[src/rtl/smma_pkg.sv]
`timescale 1ns / 1ps

package smma_pkg;

	// Width of the window length register.
	localparam int CFG_WIDTH = 9;

	// Sequencer states of the top level.
	typedef enum logic [2:0] {
		ST_IDLE,
		ST_ACC,
		ST_MUL,
		ST_DIV,
		ST_OUT
	} state_t;

	// Status that the divider reports to the sequencer.
	typedef struct packed {
		logic done;
		logic sat;
	} div_status_t;

endpackage

[src/rtl/smma_div.sv]
`timescale 1ns / 1ps

module smma_div
	import smma_pkg::*;
#(
	parameter int NW = 54,
	parameter int QW = 18,
	parameter int SW = 32
) (
	input  logic                 clk,
	input  logic                 arst_n,
	input  logic                 start,
	input  logic signed [NW-1:0] num,
	input  logic        [QW-1:0] den,
	output logic signed [SW-1:0] avg,
	output div_status_t          status
);

	localparam int CNTW = $clog2(NW + 1);
	localparam logic [NW-1:0] NEG_LIM = NW'(1) << (SW - 1);
	localparam logic [NW-1:0] POS_LIM = NEG_LIM - NW'(1);
	localparam logic signed [SW-1:0] SMAX = {1'b0, {(SW - 1){1'b1}}};
	localparam logic signed [SW-1:0] SMIN = {1'b1, {(SW - 1){1'b0}}};

	logic            busy_q;
	logic            done_q;
	logic [CNTW-1:0] cnt_q;
	logic            neg_q;
	logic [QW-1:0]   rem_q;
	logic [NW-1:0]   quo_q;

	logic [QW:0]   shifted;
	logic          fits;
	logic          over;
	logic [NW-1:0] signed_res;

	// One quotient bit per cycle, restoring, on the magnitude of the numerator.
	assign shifted = {rem_q, quo_q[NW-1]};
	assign fits    = shifted >= {1'b0, den};

	always_ff @(posedge clk or negedge arst_n) begin
		if (!arst_n) begin
			busy_q <= 1'b0;
			done_q <= 1'b0;
			cnt_q  <= '0;
		end else if (start) begin
			busy_q <= 1'b1;
			done_q <= 1'b0;
			cnt_q  <= CNTW'(NW);
		end else if (busy_q) begin
			cnt_q <= cnt_q - CNTW'(1);
			if (cnt_q == CNTW'(1)) begin
				busy_q <= 1'b0;
				done_q <= 1'b1;
			end
		end
	end

	always_ff @(posedge clk) begin
		if (start) begin
			neg_q <= num[NW-1];
			rem_q <= '0;
			quo_q <= num[NW-1] ? $unsigned(-num) : $unsigned(num);
		end else if (busy_q) begin
			rem_q <= fits ? QW'(shifted - {1'b0, den}) : QW'(shifted);
			quo_q <= {quo_q[NW-2:0], fits};
		end
	end

	// Truncation toward zero falls out of dividing the magnitude.
	always_comb begin
		over       = neg_q ? (quo_q > NEG_LIM) : (quo_q > POS_LIM);
		signed_res = neg_q ? (~quo_q + NW'(1)) : quo_q;
		if (over) begin
			avg = neg_q ? SMIN : SMAX;
		end else begin
			avg = $signed(signed_res[SW-1:0]);
		end
		status.done = done_q;
		status.sat  = over;
	end

endmodule

[config.mk]
export PLATFORM = sky130hd
export DESIGN_NAME = smma_div
export DESIGN_NICKNAME = d
export VERILOG_FILES = /design/src/rtl/smma_pkg.sv /design/src/rtl/smma_div.sv
export SDC_FILE = /design/constraint.sdc
export NUM_CORES = 1
export LEC_CHECK = 0
export BUFFER_PORTS_ARGS = -buffer_cell sky130_fd_sc_hd__buf_2
export CAP_MARGIN = 0
export CORE_ASPECT_RATIO = 0.8
export CORE_UTILIZATION = 52
export DETAILED_ROUTE_END_ITERATION = 12
export PLACE_DENSITY = 0.85
export SYNTH_ARGS = -nofsm -noshare
export SYNTH_HDL_FRONTEND = slang
export SYNTH_SLANG_ARGS = --single-unit
export TNS_END_PERCENT = 50
[constraint.sdc]
create_clock -name clk -period 3.11 [get_ports clk]
set_input_delay 0.311 -clock clk [delete_from_list [all_inputs] [get_ports clk]]
set_output_delay 0.311 -clock clk [all_outputs]
set_load 0.03 [all_outputs]
[Word-level counts from Yosys, hierarchy flattened]
Index checks and enable logic that the tools add are counted.
Cells by class
  add/sub/neg operators: 4
  $lt $le $gt $ge: 3
  eq/ne operators: 1
  mux-type cells: 16
  bitwise operators: 1
  reduce and logical (&&, ||, !) cells: 3
Operators by type and width (count)
  two-way mux 54 bit: 3
  two-way mux 32 bit: 3
  greater-than comparator 54 x 31 -> 1 bit, second input constant: 1
  greater-than comparator 54 x 32 -> 1 bit, second input constant: 1
  negation 54 bit: 1
  adder 32 x 1 -> 32 bit, second input constant: 1
  inverter 32 bit: 1
  >= comparator 19 x 18 -> 1 bit: 1
  two-way mux 18 bit: 1
  subtractor 18 bit: 1
  two-way mux 6 bit: 2
  two-way mux 1 bit: 7
  == test 6 x 1 -> 1 bit, second input constant: 1
  subtractor 6 x 1 -> 6 bit, second input constant: 1
  nonzero test 2 bit: 2
  AND reduction 2 bit: 1
Storage, ports and cells
  register bits: 81
  input bits: 75

[Logic depth before layout (Yosys ltp)]
Gate-level depths: netlist of the first run.
  word-level depth: 4
  gate-level depth with buffers: 11

[Worst setup path before layout of the first run]
No wires, ideal clock.
  path kind: register to output
  start point: register quo_q[14]
  end point: output port avg[27]
  arrival: 3358 ps
  required time: 2799 ps
  slack: -559 ps
  stages on the path, launching flop included: 9
  buffers on the path: 1
  cell sequence: edfxtp_1 > or4_1 > or3_1 > or3b_4 > nor3_4 > a21boi_1 > o41a_4 > buf_6 > a311oi_1
Between the ends
  cells in the longest elaborated chain, start to end: 4
  elaborated cells on any way between the ends: 7
Ends and longest elaborated chain
  start: declaration: RTL line smma_div.sv:30  | logic [NW-1:0] quo_q;
  start signal: assignment: RTL line smma_div.sv:63  | quo_q <= num[NW-1] ? $unsigned(-num) : $unsigned(num);
  start signal: assignment: RTL line smma_div.sv:66  | quo_q <= {quo_q[NW-2:0], fits};
  inverter 32 bit: RTL line smma_div.sv:73  | signed_res = neg_q ? (~quo_q + NW'(1)) : quo_q;
  adder 32 x 1 -> 32 bit: RTL line smma_div.sv:73
  two-way mux 32 bit: RTL line smma_div.sv:73
  two-way mux 32 bit (*): RTL line smma_div.sv:74  | if (over) begin
  end: declaration: RTL line smma_div.sv:15  | output logic signed [SW-1:0] avg,
Every way passes the cells marked *; elsewhere a longest branch is shown, timed or not.

[Worst setup path after layout of the first run]
  start point: register quo_q[14]
  end point: output port avg[11]
Between the ends
  cells in the longest elaborated chain, start to end: 3
  elaborated cells on any way between the ends: 4
Ends and longest elaborated chain
  greater-than comparator 54 x 31 -> 1 bit or greater-than comparator 54 x 32 -> 1 bit (tied branches): RTL line smma_div.sv:72  | over = neg_q ? (quo_q > NEG_LIM) : (quo_q > POS_LIM);
  two-way mux 1 bit (*): RTL line smma_div.sv:72
  two-way mux 32 bit (*): RTL line smma_div.sv:74
Marks and branches as above.

==> PnR_summary.wiki, run 1 <==
{| class="wikitable"
! Metric !! Value
|-
| Worst-case setup margin in the final layout || -0.530 ns
|-
| # setup viols final || 33
|-
| Max Fanout on Critical Path || 4
|-
| R2R depth || 12
|-
| Number of synthesized flops with an enable pin || 55
|-
| First-pass detailed-route iteration total || 5
|-
| Synthesis warning total || 0
|-
| Core utilization of the finished layout || 0.684
|-
| Hold violation total from the final report || 0
|-
| Sum Neg Setup Slack || -14.17 ns
|-
| Antenna violations before repair || 0
|-
| Number of distinct library cells after synthesis || 60
|-
| CTS tree || yes
|-
| Fraction of registers with async set/reset || 0.0988
|-
| Highest-count cells in the layout ignoring fill and taps || sky130_fd_sc_hd__nor2_1 (113), sky130_fd_sc_hd__a21oi_1 (89), sky130_fd_sc_hd__buf_2 (75)
|-
| Sequential share of the synthesized area || 0.337
|-
| Least-Margin Pin Slew || 0.743 ns
|-
| Leakage dissipation || 3.34 nW
|-
| Critical register-to-register path startpoint || quo_q[53]$_DFFE_PP_
|-
| Mapped Nets || 916
|-
| Power density relative to cell area || 519 nW/um^2
|-
| Arrival time at the worst endpoint || 3.33 ns
|-
| GRT Overall Usage || 0.285
|-
| First-pass GRT wire length || approximately 29 mm
|-
| Number of buffers created by CTS || 9
|-
| Setup slack of the worst register-to-register path || 0.24 ns
|-
| Type of the worst setup path || flop to primary output
|-
| Tightest Hold Check Type || primary input to async pin
|-
| Number of sinks on the clock net || between 80 and 90
|-
| DRC violations left || 0
|-
| Row Count || 36
|-
| Mapped Area || around 6600 sq um
|-
| Port-buffer cells || 108
|-
| Depth of the CTS H-tree || 3
|-
| F_max || 275 MHz
|-
| Overflow after GRT || 0
|-
| Number of synthesized register bits || 81
|-
| Final ANT Viol Nets || 0
|-
| Max Transition Viols Final || 0
|-
| Reg-to-Reg End || rem_q[14]$_SDFFE_PP0P_
|-
| Die Y-Extent || 102 um
|-
| Largest net degree at the start of global routing || 62
|-
| Clock-pin slew reported for the worst setup and hold paths after clock tree synthesis || 0.06 ns
|-
| Max Root-Sink Buffers || 2
|-
| VDD IR-drop max || around 0.33 mV
|-
| Leading cell type in the layout, fill and taps excluded || sky130_fd_sc_hd__nor2_1
|-
| Fraction of final layout cells with drive strength greater than 1 || 0.236
|-
| Element type at the critical path start || flop
|-
| Antenna diode instance count || 0
|-
| Overall routed net length || between 15 and 20 mm
|-
| Count of vias placed by the detailed router || 6770
|-
| Minimum clock period || approximately 3.6 ns
|-
| Last weighted congestion value of the routability-driven placer || 0.919
|-
| Layout net count || 1047
|-
| Chip width || 128 um
|-
| Die Footprint || 13100 sq um
|-
| Max Cap Viol || 0
|-
| Vias in the first global route || 5985
|-
| Critical path endpoint category || primary output
|-
| Root Buffer Master || sky130_fd_sc_hd__clkbuf_16
|-
| Clock latency reported for the late side of the worst-skew pair || 0.35 ns
|-
| Setup repair after global routing missed its margin || yes
|-
| Run status || finished with violations
|-
| Detailed placer's ending HPWL || 13.1 mm
|-
| Starting utilization of the core area || 0.536
|-
| CP Data Required Time || 2.80 ns
|-
| Placeable core region || 12300 sq um
|-
| Final worst clock skew || 0.00592 ns
|-
| Relative slew margins || 0.505
|-
| Cells after Synth || approximately 820
|-
| Post-DR vias/cell || 6.02
|-
| Boundary Pins || about 110
|-
| P&R area growth vs syn || 27.6%
|-
| Prevailing post-synth register cell || sky130_fd_sc_hd__edfxtp_1
|-
| Post-route fraction of the period consumed by the critical path || 1.17
|-
| Failing checks || negative setup slack
|-
| Violation count after the first detailed-route iteration || just under 700
|-
| Average wire per standard cell || about 16 um
|-
| Post-synthesis average cell area || 8.02 sq um
|}
-- worst max path at each step --
stage | cells after the start | startpoint | end
6_report | 9 | quo_q[14]$_DFFE_PP_ | avg[11]
5_1_grt | 9 | quo_q[14]$_DFFE_PP_ | avg[11]
4_1_cts | 9 | quo_q[14]$_DFFE_PP_ | avg[11]
3_5_place_dp | 9 | quo_q[14]$_DFFE_PP_ | avg[25]
3_3_place_gp | 9 | quo_q[14]$_DFFE_PP_ | avg[26]
2_1_floorplan | 8 | quo_q[14]$_DFFE_PP_ | avg[11]
-- cells in the mapped netlist, types with 2 or more instances --
library cell                  n  area, sq um
sky130_fd_sc_hd__a211o_1      3         26.3
sky130_fd_sc_hd__a211oi_1    16          120
sky130_fd_sc_hd__a21o_1       5         37.5
sky130_fd_sc_hd__a21oi_1     92          460
sky130_fd_sc_hd__a311oi_1    14          123
sky130_fd_sc_hd__a31oi_1     12         75.1
sky130_fd_sc_hd__and3_1       2         12.5
sky130_fd_sc_hd__buf_2        2         10.0
sky130_fd_sc_hd__buf_4        2         15.0
sky130_fd_sc_hd__buf_6        2         22.5
sky130_fd_sc_hd__clkbuf_1    40          150
sky130_fd_sc_hd__dfrtp_1      8          200
sky130_fd_sc_hd__dfxtp_1     18          360
sky130_fd_sc_hd__edfxtp_1    55         1650
sky130_fd_sc_hd__ha_1        22          275
sky130_fd_sc_hd__inv_1       35          131
sky130_fd_sc_hd__mux2i_1     12          120
sky130_fd_sc_hd__nand2_1     68          255
sky130_fd_sc_hd__nand2b_1    17          106
sky130_fd_sc_hd__nand3_1     11         55.1
sky130_fd_sc_hd__nand3b_1     4         30.0
sky130_fd_sc_hd__nand4_1     10         62.6
sky130_fd_sc_hd__nand4b_1     2         17.5
sky130_fd_sc_hd__nor2_1     125          469
sky130_fd_sc_hd__nor2b_1      6         37.5
sky130_fd_sc_hd__nor3_1      26          130
sky130_fd_sc_hd__nor3_2       2         20.0
sky130_fd_sc_hd__nor3b_1      3         22.5
sky130_fd_sc_hd__nor4_1      13         81.3
sky130_fd_sc_hd__o2111ai_1    2         17.5
sky130_fd_sc_hd__o211ai_1     2         15.0
sky130_fd_sc_hd__o21a_1       2         15.0
sky130_fd_sc_hd__o21ai_0     35          175
sky130_fd_sc_hd__o21bai_1     2         15.0
sky130_fd_sc_hd__o22ai_1      6         37.5
sky130_fd_sc_hd__o31ai_1     18          135
sky130_fd_sc_hd__o41ai_1      5         43.8
sky130_fd_sc_hd__or2_2        3         18.8
sky130_fd_sc_hd__or3_1       16          100
sky130_fd_sc_hd__or3b_2       2         17.5
sky130_fd_sc_hd__or4_1        8         60.1
sky130_fd_sc_hd__xnor2_1      9         78.8
sky130_fd_sc_hd__xor2_1      64          561
-- worst max-delay path, cell delays in order (launching register included) --
cell and delay [ns]:
sky130_fd_sc_hd__edfxtp_1 0.39, sky130_fd_sc_hd__or4_4 0.56, sky130_fd_sc_hd__or3_4 0.35, sky130_fd_sc_hd__or3b_4 0.40
sky130_fd_sc_hd__nor3_4 0.13, sky130_fd_sc_hd__a21boi_1 0.09, sky130_fd_sc_hd__o41a_4 0.43, sky130_fd_sc_hd__buf_12 0.16
sky130_fd_sc_hd__a311oi_4 0.28, sky130_fd_sc_hd__buf_6 0.18
-- registers in the layout, indices dropped and copies added (netlist names) --
name	count
rem_q	18
busy_q	1
cnt_q	6
neg_q	1
quo_q	54
done_q	1
-- power by group --
part,switching [mW],internal [mW],leakage [nW]
registers,0.156,1.35,0.794
clock network,0.439,0.699,0.154
logic,0.967,0.741,2.39
total,1.56,2.79,3.34
-- per-stage QoR --
stage               total power [mW]  cell area [sq um]  setup slack, ns  cells  hold slack, ns
floorplan                       2.65               6840           -0.211    818          0.0154
global placement                3.06               7820           -0.131   1106           0.167
detailed placement              3.11               7820           -0.194   1106           0.162
CTS                             4.32               8350           -0.509   1125           0.334
global route                    4.58               8370           -0.629   1125           0.371
finish                          4.35               8370           -0.530   1125           0.341
-- routing by layer --
metal	global-route usage	share of wire	up-vias	wire, um
met2	0.435	0.44	356	8140
met5	0	0	-	0
li1	-	-	3240	-
met1	0.401	0.45	3127	8230
met3	0.0513	0.081	47	1490
met4	0.114	0.028	0	523
-- layout make-up --
class / count / area, sq um
Inverter: 35 / 131
Clock inverter: 6 / 82.6
Tap cell: 171 / 214
Sequential cell: 81 / 2210
Multi-Input combinational cell: 655 / 4320
Clock buffer: 10 / 229
Fill cell: 980 / 3880
Timing Repair Buffer: 167 / 1180
-- cells by family (layout without fill, tap and decap cells) --
family | Yosys count | after routing | share of synthesized area
DFF | 81 | 81 | 0.337
muxes | 13 | 13 | 0.0200
xor gates and xnor gates | 73 | 73 | 0.0974
buffers and inverters | 82 | 218 | 0.0507
AOI/OAI and AO/OA | 224 | 224 | 0.215
adders and majority gates | 23 | 23 | 0.0450
and+or+nand+nor | 322 | 322 | 0.235
-- what timing repair did --
action	CTS	global route
hold buffers	1	0
setup endpoints to repair	33	34
hold endpoints to repair	8	0
pin swaps	1	0
buffers inserted	2	0
gates resized for setup	60	7
Note: power is estimated with default switching activity, not from simulation.
==> inputs of run 2 (changes only) <==
CAP_MARGIN = 20   (was 0)
CTS_CLUSTER_SIZE = 10   (was unset)
SKIP_LAST_GASP = 1   (was unset)
==> run 2 against run 1 <==
Net effect: the flow still finishes with violations (negative setup slack); clock power is essentially flat; non-clock buffer count stayed put; die area is the same; fmax fell by 2.1%; sequential power is essentially flat; flip-flop and latch count is the same; combinational power is essentially flat; clock-buffer cell count unchanged; setup slack got worse by 0.078 ns; design area shrank 0.66%; global-route usage fell by 0.40 points; critical path type unchanged; largest power group unchanged; highest routed layer unchanged.
==> PnR_summary.wiki, run 2 (synthesis results as in run 1) <==
{| class="wikitable"
! Metric !! Value
|-
| Run status || finished with violations (unchanged)
|-
| Failing checks || negative setup slack (unchanged)
|-
| Violation count after the first detailed-route iteration || 752 (was 678)
|-
| DRC violations left || 0 (unchanged)
|-
| VDD IR-drop max || 0.332 mV (about the same)
|-
| Sequential share of power || 0.348 (was 0.346)
|-
| Placeable core region || 12300 sq um (unchanged)
|-
| # setup viols final || 33 (unchanged)
|-
| Number of fill cells || 1000 (was 980)
|-
| Overflow after GRT || 0 (unchanged)
|-
| Largest net degree at the start of global routing || 62 (unchanged)
|-
| Average wire per standard cell || 16.3 um (about the same)
|-
| Number of sinks on the clock net || 81 (unchanged)
|-
| Layout net count || 1047 (unchanged)
|-
| Root Buffer Master || sky130_fd_sc_hd__clkbuf_16 (unchanged)
|-
| Overall routed net length || 18.3 mm (was 18.4 mm)
|-
| Hold violation total from the final report || 0 (unchanged)
|-
| Element type at the critical path start || flop (unchanged)
|-
| Worst-case setup margin in the final layout || -0.608 ns (was -0.530 ns)
|-
| Detailed placer's ending HPWL || 13.1 mm (unchanged)
|-
| Least-Margin Pin Slew || 0.759 ns (was 0.743 ns)
|-
| CP Data Required Time || 2.80 ns (about the same)
|-
| Boundary Pins || 109 (unchanged)
|-
| Highest-count cells in the layout ignoring fill and taps || sky130_fd_sc_hd__nor2_1 (113), sky130_fd_sc_hd__a21oi_1 (89), sky130_fd_sc_hd__buf_2 (86) (was sky130_fd_sc_hd__nor2_1 (113), sky130_fd_sc_hd__a21oi_1 (89), sky130_fd_sc_hd__buf_2 (75))
|-
| Post-layout instance area || 8320 sq um (was 8370 sq um)
|-
| Max FFs per register || 54 (unchanged)
|-
| Power share of the clock group || 0.263 (was 0.262)
|-
| Max Root-Sink Buffers || 2 (unchanged)
|-
| Net switching component of the power || 1.56 mW (about the same)
|-
| Clock latency reported for the late side of the worst-skew pair || 0.35 ns (about the same)
|-
| Critical path endpoint category || primary output (unchanged)
|-
| First-pass GRT wire length || 28.9 mm (was 29.3 mm)
|-
| Relative slew margins || 0.494 (was 0.505)
|-
| Internal Power || 2.77 mW (was 2.79 mW)
|-
| Vias in the first global route || 5985 (unchanged)
|-
| Post-DR vias/cell || 5.97 (was 6.02)
|-
| Arrival time at the worst endpoint || 3.41 ns (was 3.33 ns)
|-
| Leading cell type in the layout, fill and taps excluded || sky130_fd_sc_hd__nor2_1 (unchanged)
|-
| Clock-pin slew reported for the worst setup and hold paths after clock tree synthesis || 0.06 ns (about the same)
|-
| Chip width || 128 um (unchanged)
|-
| Type of the worst setup path || flop to primary output (unchanged)
|-
| Minimum clock period || 3.72 ns (was 3.64 ns)
|-
| Total power draw || 4.33 mW (was 4.35 mW)
|-
| Fraction of final layout cells with drive strength greater than 1 || 0.236 (unchanged)
|-
| CTS tree || yes (unchanged)
|-
| Depth of the CTS H-tree || 3 (unchanged)
|-
| Count of vias placed by the detailed router || 6716 (was 6770)
|-
| P&R area growth vs syn || 26.8% (was 27.6%)
|-
| Max Transition Viols Final || 0 (unchanged)
|-
| Max Cap Viol || 0 (unchanged)
|-
| Max Fanout on Critical Path || 4 (unchanged)
|-
| F_max || 269 MHz (was 275 MHz)
|-
| Die Y-Extent || 102 um (unchanged)
|-
| Final worst clock skew || 0.00663 ns (was 0.00592 ns)
|-
| Registers with the most flip-flops || quo_q: 54 flops, rem_q: 18 flops, cnt_q: 6 flops (unchanged)
|-
| Setup repair after global routing missed its margin || yes (unchanged)
|-
| Antenna violations before repair || 0 (unchanged)
|-
| Tightest Hold Check Type || primary input to async pin (unchanged)
|-
| Number of buffers created by CTS || 9 (unchanged)
|-
| Antenna diode instance count || 0 (unchanged)
|-
| Leakage dissipation || 3.32 nW (was 3.34 nW)
|-
| Final ANT Viol Nets || 0 (unchanged)
|-
| Post-route fraction of the period consumed by the critical path || 1.20 (was 1.17)
|-
| Core utilization of the finished layout || 0.679 (was 0.684)
|-
| Last weighted congestion value of the routability-driven placer || 0.919 (unchanged)
|-
| Most flop-heavy register || quo_q (unchanged)
|-
| Power density relative to cell area || 520 nW/um^2 (was 519 nW/um^2)
|-
| Placed cell area || 7820 sq um (unchanged)
|-
| Die Footprint || 13100 sq um (unchanged)
|-
| First-pass detailed-route iteration total || 5 (unchanged)
|-
| Combinational share of power || 0.389 (was 0.393)
|-
| Port-buffer cells || 108 (unchanged)
|-
| Starting utilization of the core area || 0.536 (unchanged)
|-
| Post-placement worst setup slack || -0.194 ns (unchanged)
|-
| GRT Overall Usage || 0.281 (was 0.285)
|-
| Row Count || 36 (unchanged)
|-
| Switching fraction of total power || 0.360 (was 0.359)
|}
[run 2: cell counts in the layout (fill, tap and decap cells not counted)]
No cell type changed its count.
[run 2: what timing repair did]
action	in CTS	in global routing
cloned	0	0
pin swaps	0	0
hold buffers	1	0
gates resized for setup	39	14
buffers inserted	2	0
hold endpoints to repair	8	0
endpoints found under the setup margin	33	34
[run 2: metal layers]
metal / GRT usage / up-vias / routed length (um)
met3: 0.0550 / 30 / 1420
li1: - / 3242 / -
met4: 0.103 / 0 / 398
met1: 0.395 / 3114 / 8290
met5: 0 / - / 0
met2: 0.430 / 330 / 8200
[run 2: through the flow]
stage | cells | hold slack [ns] | TNS [ns]
CTS | 1125 | 0.334 | -14.46
global route | 1125 | 0.371 | -20.04
floorplan | 818 | 0.0154 | -3.75
finish | 1125 | 0.339 | -17.31
global placement | 1106 | 0.167 | -2.11
detailed placement | 1106 | 0.162 | -3.99
[run 2: path summary, 6_finish.rpt]
path / start / to / slack (ns) / cells after the start
worst min register to register: rem_q[17]$_SDFFE_PP0P_ / rem_q[17]$_SDFFE_PP0P_ / 0.50 / 2
worst max-delay path: quo_q[14]$_DFFE_PP_ / avg[11] / -0.61 / 9
worst max register to register: quo_q[53]$_DFFE_PP_ / rem_q[14]$_SDFFE_PP0P_ / 0.17 / 12
max in group asynchronous: arst_n / cnt_q[5]$_DFFE_PN0P_ / 2.60 / 2
min in group clk: num[0] / quo_q[0]$_DFFE_PP_ / 0.35 / 3
worst min-delay path: arst_n / cnt_q[3]$_DFFE_PN0P_ / 0.34 / 2
[run 2: power by group through the flow]
stage / registers, mW / logic [mW] / clock network [mW]
floorplan: 1.49 / 1.16 / 0
global placement: 1.51 / 1.56 / 0
detailed placement: 1.51 / 1.59 / 0
CTS: 1.50 / 1.65 / 1.15
global route: 1.52 / 1.85 / 1.19
finish: 1.50 / 1.68 / 1.14
[run 2: worst max-delay path: stages (launching register included)]
cell	delay (ns)
sky130_fd_sc_hd__edfxtp_1	0.45
sky130_fd_sc_hd__or4_4	0.58
sky130_fd_sc_hd__or3_4	0.36
sky130_fd_sc_hd__or3b_4	0.40
sky130_fd_sc_hd__nor3_4	0.13
sky130_fd_sc_hd__a21boi_1	0.09
sky130_fd_sc_hd__o41a_4	0.42
sky130_fd_sc_hd__buf_12	0.15
sky130_fd_sc_hd__a311oi_4	0.29
sky130_fd_sc_hd__buf_6	0.18
[run 2: layout make-up]
| class | count | area [sq um] | share of cell area |
|---|---|---|---|
| clock buffers | 10 | 229 | 0.0275 |
| well taps | 171 | 214 | 0.0257 |
| inverters | 35 | 131 | 0.0158 |
| multi-input cells | 655 | 4320 | 0.519 |
| repair buffers | 167 | 1130 | 0.136 |
| flip-flops and latches | 81 | 2210 | 0.266 |
| clock inverters | 6 | 82.6 | 0.00993 |
==> inputs of run 3 (changes only) <==
CORE_MARGIN = 2   (was unset)
==> run 3 against run 2 <==
Net effect: the run still ends with negative setup slack left; hold slack got worse by 0.0031 ns; critical path type unchanged; clock-buffer cell count increased by 2; first-iteration DRC count decreased by 8.9%; clock skew is 0.0015 ns lower; critical endpoint is now avg[20]; highest routed layer unchanged; largest cell class unchanged.
==> PnR_summary.wiki, run 3 (synthesis results as in run 1) <==
{| class="wikitable"
! Metric !! Value
|-
| Placed cell area || 7810 sq um (was 7820 sq um)
|-
| Non-filler instance count after layout || 1122 (was 1125)
|-
| Max Cap Viol || 0 (unchanged)
|-
| Violation count after the first detailed-route iteration || 685 (was 752)
|-
| Last weighted congestion value of the routability-driven placer || 0.947 (was 0.919)
|-
| Worst-case setup margin in the final layout || -0.506 ns (was -0.608 ns)
|-
| Overflow after GRT || 0 (unchanged)
|-
| Failing checks || negative setup slack (unchanged)
|-
| Boundary Pins || 109 (unchanged)
|-
| Core utilization of the finished layout || 0.678 (was 0.679)
|-
| Tightest Hold Check Type || primary input to async pin (unchanged)
|-
| Registers with the most flip-flops || quo_q: 54 flops, rem_q: 18 flops, cnt_q: 6 flops (unchanged)
|-
| Cell Count Post-Placement || 1103 (was 1106)
|-
| Port-buffer cells || 108 (unchanged)
|-
| # setup viols final || 33 (unchanged)
|-
| Fraction of final layout cells with drive strength greater than 1 || 0.236 (about the same)
|-
| Starting utilization of the core area || 0.536 (unchanged)
|-
| Footprint of the flip-flops and latches || 2210 sq um (unchanged)
|-
| Hold violation total from the final report || 0 (unchanged)
|-
| GR met3 Demand/Resource || 0.0489 (was 0.0550)
|-
| Antenna diode instance count || 0 (unchanged)
|-
| Number of buffers created by CTS || 9 (unchanged)
|-
| Number of fill cells || 1025 (was 1000)
|-
| CTS tree || yes (unchanged)
|-
| Power density relative to cell area || 507 nW/um^2 (was 520 nW/um^2)
|-
| Overall routed net length || 17.6 mm (was 18.3 mm)
|-
| Most Used Layer, Global Route || met2 (unchanged)
|-
| Die Y-Extent || 104 um (was 102 um)
|-
| Relative slew margins || 0.395 (was 0.494)
|-
| Antenna violations before repair || 0 (unchanged)
|-
| Met2 Usage GRT || 0.391 (was 0.430)
|-
| Hold Slack || 0.336 ns (was 0.339 ns)
|-
| First-pass GRT wire length || 28.5 mm (was 28.9 mm)
|-
| Die Footprint || 13500 sq um (was 13100 sq um)
|-
| Post-route fraction of the period consumed by the critical path || 1.16 (was 1.20)
|-
| Max Transition Viols Final || 0 (unchanged)
|-
| DRC violations left || 0 (unchanged)
|-
| Cell type of the slowest stage on the worst timing path || sky130_fd_sc_hd__or4_4 (unchanged)
|-
| Arrival time at the worst endpoint || 3.31 ns (was 3.41 ns)
|-
| Most flop-heavy register || quo_q (unchanged)
|-
| Maximum cell stage delay along the critical path || 0.56 ns (was 0.58 ns)
|-
| CP Data Required Time || 2.80 ns (about the same)
|-
| Max Root-Sink Buffers || 2 (unchanged)
|-
| Placeable core region || 12300 sq um (unchanged)
|-
| Global Route met1 Usage || 0.376 (was 0.395)
|-
| Largest net degree at the start of global routing || 100 (was 62)
|-
| Vias in the first global route || 6009 (was 5985)
|-
| Type of the worst setup path || flop to primary output (unchanged)
|-
| Max Fanout on Critical Path || 6 (was 4)
|-
| Layout net count || 1044 (was 1047)
|-
| Average wire per standard cell || 15.7 um (was 16.3 um)
|-
| Critical path endpoint category || primary output (unchanged)
|-
| Clock-pin slew reported for the worst setup and hold paths after clock tree synthesis || 0.06 ns (about the same)
|-
| Root Buffer Master || sky130_fd_sc_hd__clkbuf_16 (unchanged)
|-
| First-pass detailed-route iteration total || 5 (unchanged)
|-
| Clock latency reported for the late side of the worst-skew pair || 0.34 ns (was 0.35 ns)
|-
| Final ANT Viol Nets || 0 (unchanged)
|-
| GRT Overall Usage || 0.259 (was 0.281)
|-
| VDD IR-drop max || 0.302 mV (was 0.332 mV)
|-
| Highest-count cells in the layout ignoring fill and taps || sky130_fd_sc_hd__nor2_1 (113), sky130_fd_sc_hd__a21oi_1 (89), sky130_fd_sc_hd__buf_2 (86) (unchanged)
|-
| Least-Margin Pin Slew || 0.908 ns (was 0.759 ns)
|-
| Post-layout instance area || 8310 sq um (was 8320 sq um)
|-
| P&R area growth vs syn || 26.6% (was 26.8%)
|-
| Post-DR vias/cell || 5.87 (was 5.97)
|-
| Final worst clock skew || 0.00515 ns (was 0.00663 ns)
|-
| Leakage dissipation || 3.30 nW (was 3.32 nW)
|-
| Worst Path Buf+Inv || 2 (unchanged)
|-
| Depth of the CTS H-tree || 3 (unchanged)
|-
| Max FFs per register || 54 (unchanged)
|-
| Leading cell type in the layout, fill and taps excluded || sky130_fd_sc_hd__nor2_1 (unchanged)
|-
| CP top delay family || simple AND/OR/NAND/NOR gates (unchanged)
|-
| Element type at the critical path start || flop (unchanged)
|-
| CP cell instances || or4_4 -> or3_4 -> or3b_4 -> nor3_4 -> a21boi_2 -> o41a_4 -> buf_4 -> a311oi_4 -> buf_6 (was or4_4 -> or3_4 -> or3b_4 -> nor3_4 -> a21boi_1 -> o41a_4 -> buf_12 -> a311oi_4 -> buf_6)
|-
| Minimum clock period || 3.62 ns (was 3.72 ns)
|-
| Count of vias placed by the detailed router || 6590 (was 6716)
|-
| Number of sinks on the clock net || 81 (unchanged)
|-
| Detailed placer's ending HPWL || 12.9 mm (was 13.1 mm)
|-
| Row Count || 36 (unchanged)
|-
| Chip width || 130 um (was 128 um)
|-
| Total area of multi-input combinational cells || 4330 sq um (was 4320 sq um)
|-
| F_max || 277 MHz (was 269 MHz)
|-
| Run status || finished with violations (unchanged)
|-
| Setup repair after global routing missed its margin || yes (unchanged)
|}
==> run 3: cell types whose count changed in the layout (fill, tap and decap cells not counted), moves of 2 or more <==
cell and delta:
sky130_fd_sc_hd__buf_4 -5, sky130_fd_sc_hd__nor2_4 +2, sky130_fd_sc_hd__clkbuf_4 +2, sky130_fd_sc_hd__buf_12 +2
sky130_fd_sc_hd__bufinv_16 -2, sky130_fd_sc_hd__nor2_2 -2
==> run 3: layer usage <==
metal,vias up,wire [um]
li1,3249,-
met1,3042,8240
met2,268,7740
met3,31,1280
met4,0,342
met5,-,0
==> run 3: timing repair <==
item / CTS / global route
cloned: 0 / 0
hold buffers: 1 / 0
endpoints found under the setup margin: 33 / 33
resized for setup: 44 / 12
pin swaps: 5 / 2
hold endpoints to repair: 8 / 0
buffers inserted: 2 / 0
==> run 3: path summary, 6_finish.rpt <==
kind                                             start                endpoint  slack [ns]  cells after the start
worst max-delay path               quo_q[14]$_DFFE_PP_                 avg[20]       -0.51                      9
worst min-delay path                            arst_n    cnt_q[4]$_DFFE_PN0P_        0.34                      2
worst max register to register     quo_q[53]$_DFFE_PP_  rem_q[14]$_SDFFE_PP0P_        0.26                     12
worst min register to register  rem_q[17]$_SDFFE_PP0P_  rem_q[17]$_SDFFE_PP0P_        0.49                      2
max in group asynchronous                       arst_n    cnt_q[3]$_DFFE_PN0P_        2.61                      2
min in group clk                                num[0]      quo_q[0]$_DFFE_PP_        0.37                      3
==> run 3: report_power, final <==
| group | leakage [nW] | internal, mW | total [mW] | switching (mW) |
|---|---|---|---|---|
| sequential | 0.794 | 1.35 | 1.49 | 0.145 |
| clock | 0.145 | 0.598 | 1.03 | 0.430 |
| combinational | 2.37 | 0.730 | 1.69 | 0.957 |
==> run 3: cell type report <==
cell class                      count  area share
Sequential cell                    81       0.266
Clock buffer                       12      0.0315
Clock inverter                      4     0.00301
Timing Repair Buffer              164       0.136
Inverter                           35      0.0158
Tap cell                          171      0.0258
Multi-Input combinational cell    655       0.521
==> run 3: through the flow <==
step	total power, mW	TNS, ns	worst slack, ns
finish	4.21	-14.32	-0.506
global route	4.44	-16.79	-0.578
CTS	4.19	-13.50	-0.476
detailed placement	3.10	-4.46	-0.208
global placement	3.06	-1.80	-0.117
floorplan	2.65	-3.75	-0.211
==> run 3: worst register-to-register path, stage by stage (launching register included) <==
cell and delay (ns):
sky130_fd_sc_hd__edfxtp_1 0.38, sky130_fd_sc_hd__inv_1 0.09, sky130_fd_sc_hd__ha_1 0.15, sky130_fd_sc_hd__inv_1 0.05, sky130_fd_sc_hd__fa_1 0.41, sky130_fd_sc_hd__nand3_1 0.12, sky130_fd_sc_hd__a21oi_1 0.09, sky130_fd_sc_hd__o311ai_0 0.34
sky130_fd_sc_hd__buf_4 0.19, sky130_fd_sc_hd__a211oi_1 0.08, sky130_fd_sc_hd__o21ai_0 0.17, sky130_fd_sc_hd__or3b_2 0.46, sky130_fd_sc_hd__a311oi_1 0.24
